<file path="config.mk">
export PLATFORM = sky130hd
export DESIGN_NAME = npncf_leaf
export DESIGN_NICKNAME = d
export VERILOG_FILES = /design/src/design/npncf_pkg.sv /design/src/design/npncf_leaf.sv
export SDC_FILE = /design/constraint.sdc
export NUM_CORES = 1
export LEC_CHECK = 0
export ABC_CLOCK_PERIOD_IN_PS = 800
export BUFFER_PORTS_ARGS = -buffer_cell sky130_fd_sc_hd__clkbuf_2
export CAP_MARGIN = 20
export CORE_AREA = 10 10 47 49
export DETAILED_ROUTE_END_ITERATION = 12
export DIE_AREA = 0 0 57 59
export GPL_ROUTABILITY_DRIVEN = 0
export GPL_TIMING_DRIVEN = 0
export PLACE_DENSITY = 0.68
export SETUP_SLACK_MARGIN = 0.02
export SYNTH_ARGS = -nofsm -noshare
export SYNTH_HDL_FRONTEND = slang
export SYNTH_SLANG_ARGS = --single-unit
</file>
<file path="constraint.sdc">
create_clock -name vclk -period 0.8
set_input_delay 0 -clock vclk [all_inputs]
set_output_delay 0 -clock vclk [all_outputs]
set_load 0.1 [all_outputs]
</file>
<file path="src/design/npncf_pkg.sv">
// ---------------------------------------------------------------------------
// npncf_pkg
// Field widths and elaboration helpers for the NPN canonical form search.
// ---------------------------------------------------------------------------
`timescale 1ns / 1ps

package npncf_pkg;

   localparam int TABLE_W  = 16;
   localparam int ORDER_W  = 8;
   localparam int IFLIP_W  = 4;
   localparam int OFLIP_W  = 1;
   localparam int REQ_DATA_W = 16;
   localparam int RSP_DATA_W = 32;

   function automatic int fact(input int n);
      int r;
      r = 1;
      for (int i = 1; i <= 4; i++) begin
         if (i <= n) r = r * i;
      end
      return r;
   endfunction

endpackage

</file>
<file path="src/design/npncf_leaf.sv">
// ---------------------------------------------------------------------------
// npncf_leaf
// One input negation and permutation of the table, with the output
// negation that clears the top row (the smallest of the output masks).
// ---------------------------------------------------------------------------
`timescale 1ns / 1ps

module npncf_leaf #(
   parameter int NUM_INPUTS  = 4,
   parameter int NUM_OUTPUTS = 1,
   parameter int NEG         = 0,
   parameter int PIDX        = 0
) (
   input  logic [(1 << NUM_INPUTS) * NUM_OUTPUTS - 1:0] f_i,
   output logic [(1 << NUM_INPUTS) * NUM_OUTPUTS - 1:0] tbl_o,
   output logic [npncf_pkg::ORDER_W-1:0]                order_o,
   output logic [npncf_pkg::IFLIP_W-1:0]                iflip_o,
   output logic [npncf_pkg::OFLIP_W-1:0]                oflip_o
);
   import npncf_pkg::*;

   localparam int ROWS = 1 << NUM_INPUTS;
   localparam int TW   = ROWS * NUM_OUTPUTS;

   // lexicographic permutation number k of n entries
   function automatic logic [ORDER_W-1:0] perm_at(input int k, input int n);
      int rem, fv, idx, cnt;
      logic [3:0] used;
      logic [ORDER_W-1:0] res;
      rem  = k;
      used = '0;
      res  = '0;
      for (int i = 0; i < 4; i++) begin
         if (i < n) begin
            fv  = fact(n - 1 - i);
            idx = 0;
            for (int j = 0; j < 3; j++) begin
               if (rem >= fv) begin
                  rem = rem - fv;
                  idx = idx + 1;
               end
            end
            cnt = 0;
            for (int c = 0; c < 4; c++) begin
               if (c < n && !used[c]) begin
                  if (cnt == idx) begin
                     res[2*i +: 2] = 2'(c);
                     used[c] = 1'b1;
                  end
                  cnt = cnt + 1;
               end
            end
         end
      end
      return res;
   endfunction

   localparam logic [ORDER_W-1:0] PERM = perm_at(PIDX, NUM_INPUTS);

   function automatic int zmap(input int x);
      int y, z;
      y = x ^ NEG;
      z = 0;
      for (int j = 0; j < NUM_INPUTS; j++) begin
         z = z | (((y >> PERM[2*j +: 2]) & 1) << j);
      end
      return z;
   endfunction

   function automatic logic [IFLIP_W-1:0] pneg_calc();
      logic [IFLIP_W-1:0] r;
      r = '0;
      for (int i = 0; i < NUM_INPUTS; i++) begin
         r[i] = 1'((NEG >> PERM[2*i +: 2]) & 1);
      end
      return r;
   endfunction

   localparam logic [IFLIP_W-1:0] PNEG = pneg_calc();

   logic [TW-1:0]          base;
   logic [NUM_OUTPUTS-1:0] om;

   for (genvar x = 0; x < ROWS; x++) begin : g_row
      localparam int Z = zmap(x);
      assign base[Z*NUM_OUTPUTS +: NUM_OUTPUTS] = f_i[x*NUM_OUTPUTS +: NUM_OUTPUTS];
   end

   assign om = base[TW-1 -: NUM_OUTPUTS];
   assign tbl_o   = base ^ {ROWS{om}};
   assign order_o = PERM;
   assign iflip_o = PNEG;
   assign oflip_o = om[0];

endmodule

</file>
## After elaboration in Yosys (flattened, before gate mapping)

Cells that the tools add are included.

- Flip-flop bits (word level): 0
- Input port bits: 16

- Bitwise logic cells: 1

Operators with widths:

| cell | number |
|---|---|
| 16-bit XOR | 1 |

## Longest topological paths before layout

- Depth in word-level cells: 1
- Mapped depth: 3
- Gate-level depth less buffers: 1

## Least setup slack after synthesis

No wires, ideal clock.

- Kind: input port to output port
- Start point: input f_i[15]
- End point: output tbl_o[10]
- Data arrival time: 1.695 ns
- Required time: 0.800 ns
- Path slack: -0.895 ns
- Cell stages on the path: 3
- Cell sequence: buf_6 buf_12 xor2_1

- Cells in the longest elaborated chain, start to end: 1

RTL lines:

| item | RTL line | text |
|---|---|---|
| start: declaration | npncf_leaf.sv:14 | `input logic [(1 << NUM_INPUTS) * NUM_OUTPUTS - 1:0] f_i,` |
| 16-bit XOR | npncf_leaf.sv:90 | `assign tbl_o = base ^ {ROWS{om}};` |
| end: declaration | npncf_leaf.sv:15 | `output logic [(1 << NUM_INPUTS) * NUM_OUTPUTS - 1:0] tbl_o,` |

No other way between the ends.

## Final worst setup path

- Start point: input f_i[15]
- End point: output tbl_o[6]

The elaborated chain is that of the path after synthesis.

==> flow_summary.ini <==
[run_status]
run_status = finished clean

[critical_path]
cp.buffers_inverters = 3
worst_path_dominant_cell_family = buffers and inverters
critical_path_peak_fanout = 10
end_kind = primary output
cp_slowest_cell = clkbuf_8
crit_arrival_ns = 0.76
critPathKind = in2out
cp.required_ns = 0.80
worst_setup_path_start_kind = input port
path_cells = buf_12, buf_16, xor2_4, clkbuf_8
timing.critical_path.slowest_cell_delay_ns = 0.25

[floorplanning]
chipWidth_um = 57
design.die.area_mm2 = 0.00336
chipHeight_um = 59
core_mm2 = 0.00140
num_rows = 14
initial_utilization_pct = 19.6
ioPinCount = 45

[placement]
detailedPlace.worstSlack_ns = -0.177
io_buffers = 31

[timing]
timing.final.crit_share_pct = 94.4
final.min_clock_period_ns = 0.755
final_max_slew_viol_count = 0
fmax_mhz = 1320
grt_setup_unrepaired = no
timing.final.setup_violations = 0
slew_headroom_pct = 63.6
final_hold_viol_count = 0
setup_total_negative_slack_ns = 0
layout_setup_ws_ns = 0.0450
worstMarginPinSlew_ns = 0.549

[global_route]
grt_pass1_vias = 338
wire_length_of_the_first_global_routing_pass_um = 1700
gr_usage_total_pct = 6.08
antenna_violations_before_repair = 0
grt_overflow_total = 0
grt_max_degree = 11

[synthesis]
post_synthesis_adder_cell_area_fraction_pct = 0
synthXorXnorAreaFrac_pct = 47.7
syn_inst = 33
synth-seq-area-share_pct = 0
synthSimpleGateAreaFrac_pct = 0
yosys_warnings = 0
synth.cell_area_um2 = 275
synth.area.mux_share_pct = 0
synth_compound_area_share_pct = 0
avgSynthCellArea_um2 = 8.34
dominant_combinational_cell_family_by_area_after_synthesis = buffers and inverters
yosysUniqueCellTypes = 5

[detailed_routing]
via_count = 284
drt-vias-per-instance = 3.12
residual_drc = 0
post_drt_wl_per_cell_um = 12.2
first_iter_violations = 1
drt-pass1-iter-count = 2
finalWirelength_um = 1110
final_antenna_net_count = 0

[final_layout]
layout_common_cells = clkbuf_2, buf_4, conb_1
nFillCells = 114
post_route_cells_drive_above_1_share_pct = 82.7
num_antenna_cells = 0
flow.area_growth_from_synthesis_pct = 200
layout.clock_buffers = 0
commonest_non_fill_non_tap_cell_in_the_layout = clkbuf_2
final_layout_net_count = 93
layout.sequential_cells = 0
layout.area.seq_um2 = 0

[cts]
cts_hold_repair.buffers = 0
post_cts_buffers = 0

[pwr]
static-leakage-power_nw = 0.397
worst_ir_drop_vdd_mv = 1.04
power_per_cell_area_mw_per_mm2 = 1660

[job]
cap_violations = 0

[hold_path]
hold_class = in2out
final cells by class:
class | instances | area, um^2 | share of cell area (%)
tap | 16 | 20.0 | 2.42
timing repair buffer | 31 | 248 | 30.0
multi-input combinational | 28 | 405 | 49.1
buffer | 16 | 153 | 18.5
cells in the mapped netlist:
| cell type | count | share of area (%) |
|---|---|---|
| xor2_1 | 15 | 48 |
| buf_4 | 14 | 38 |
| conb_1 | 2 | 2.7 |
| buf_12 | 1 | 7.3 |
| buf_6 | 1 | 4.1 |
power breakdown:
group | internal [W] | switching, W | leakage (nW) | total [W]
Clock | 0 | 0 | 0 | 0
Sequential | 0 | 0 | 0 | 0
Combinational | 0.000324 | 0.00104 | 0.397 | 0.00137
per-layer routing:
metal  up-vias  GRT usage (%)  wire length (um)
met5         -              0                 0
met4         0              0                 0
met3         0           3.22               156
met2        24           12.6               661
met1       121           5.27               295
li1        139              -                 -
what timing repair did:
item | 4_1_cts | 5_1_grt
gates resized for setup | 20 | 4
endpoints found under the setup margin | 10 | 4
pin swaps | 0 | 0
path summary, 6_finish.rpt:
path,startpoint,endpoint,slack (ns),cells past startpoint
worst max-delay path,f_i[15],tbl_o[6],0.04,4
worst min-delay path,f_i[8],tbl_o[8],0.39,3
through the flow:
stage	std cells	cell area [um^2]	util [%]	total power (W)	hold slack, ns
floorplan	44	558	-	0.00110	0.196
global placement	91	733	52.3	0.00126	0.466
detailed placement	91	733	52.3	0.00126	0.470
CTS	91	821	58.6	0.00136	0.416
global route	91	826	58.9	0.00140	0.396
finish	91	826	58.9	0.00137	0.386
cell families after synthesis:
logic type,Yosys count
xor+xnor,15
buf+inv,16
other cells,2
Power figures use the tool's default switching activity.
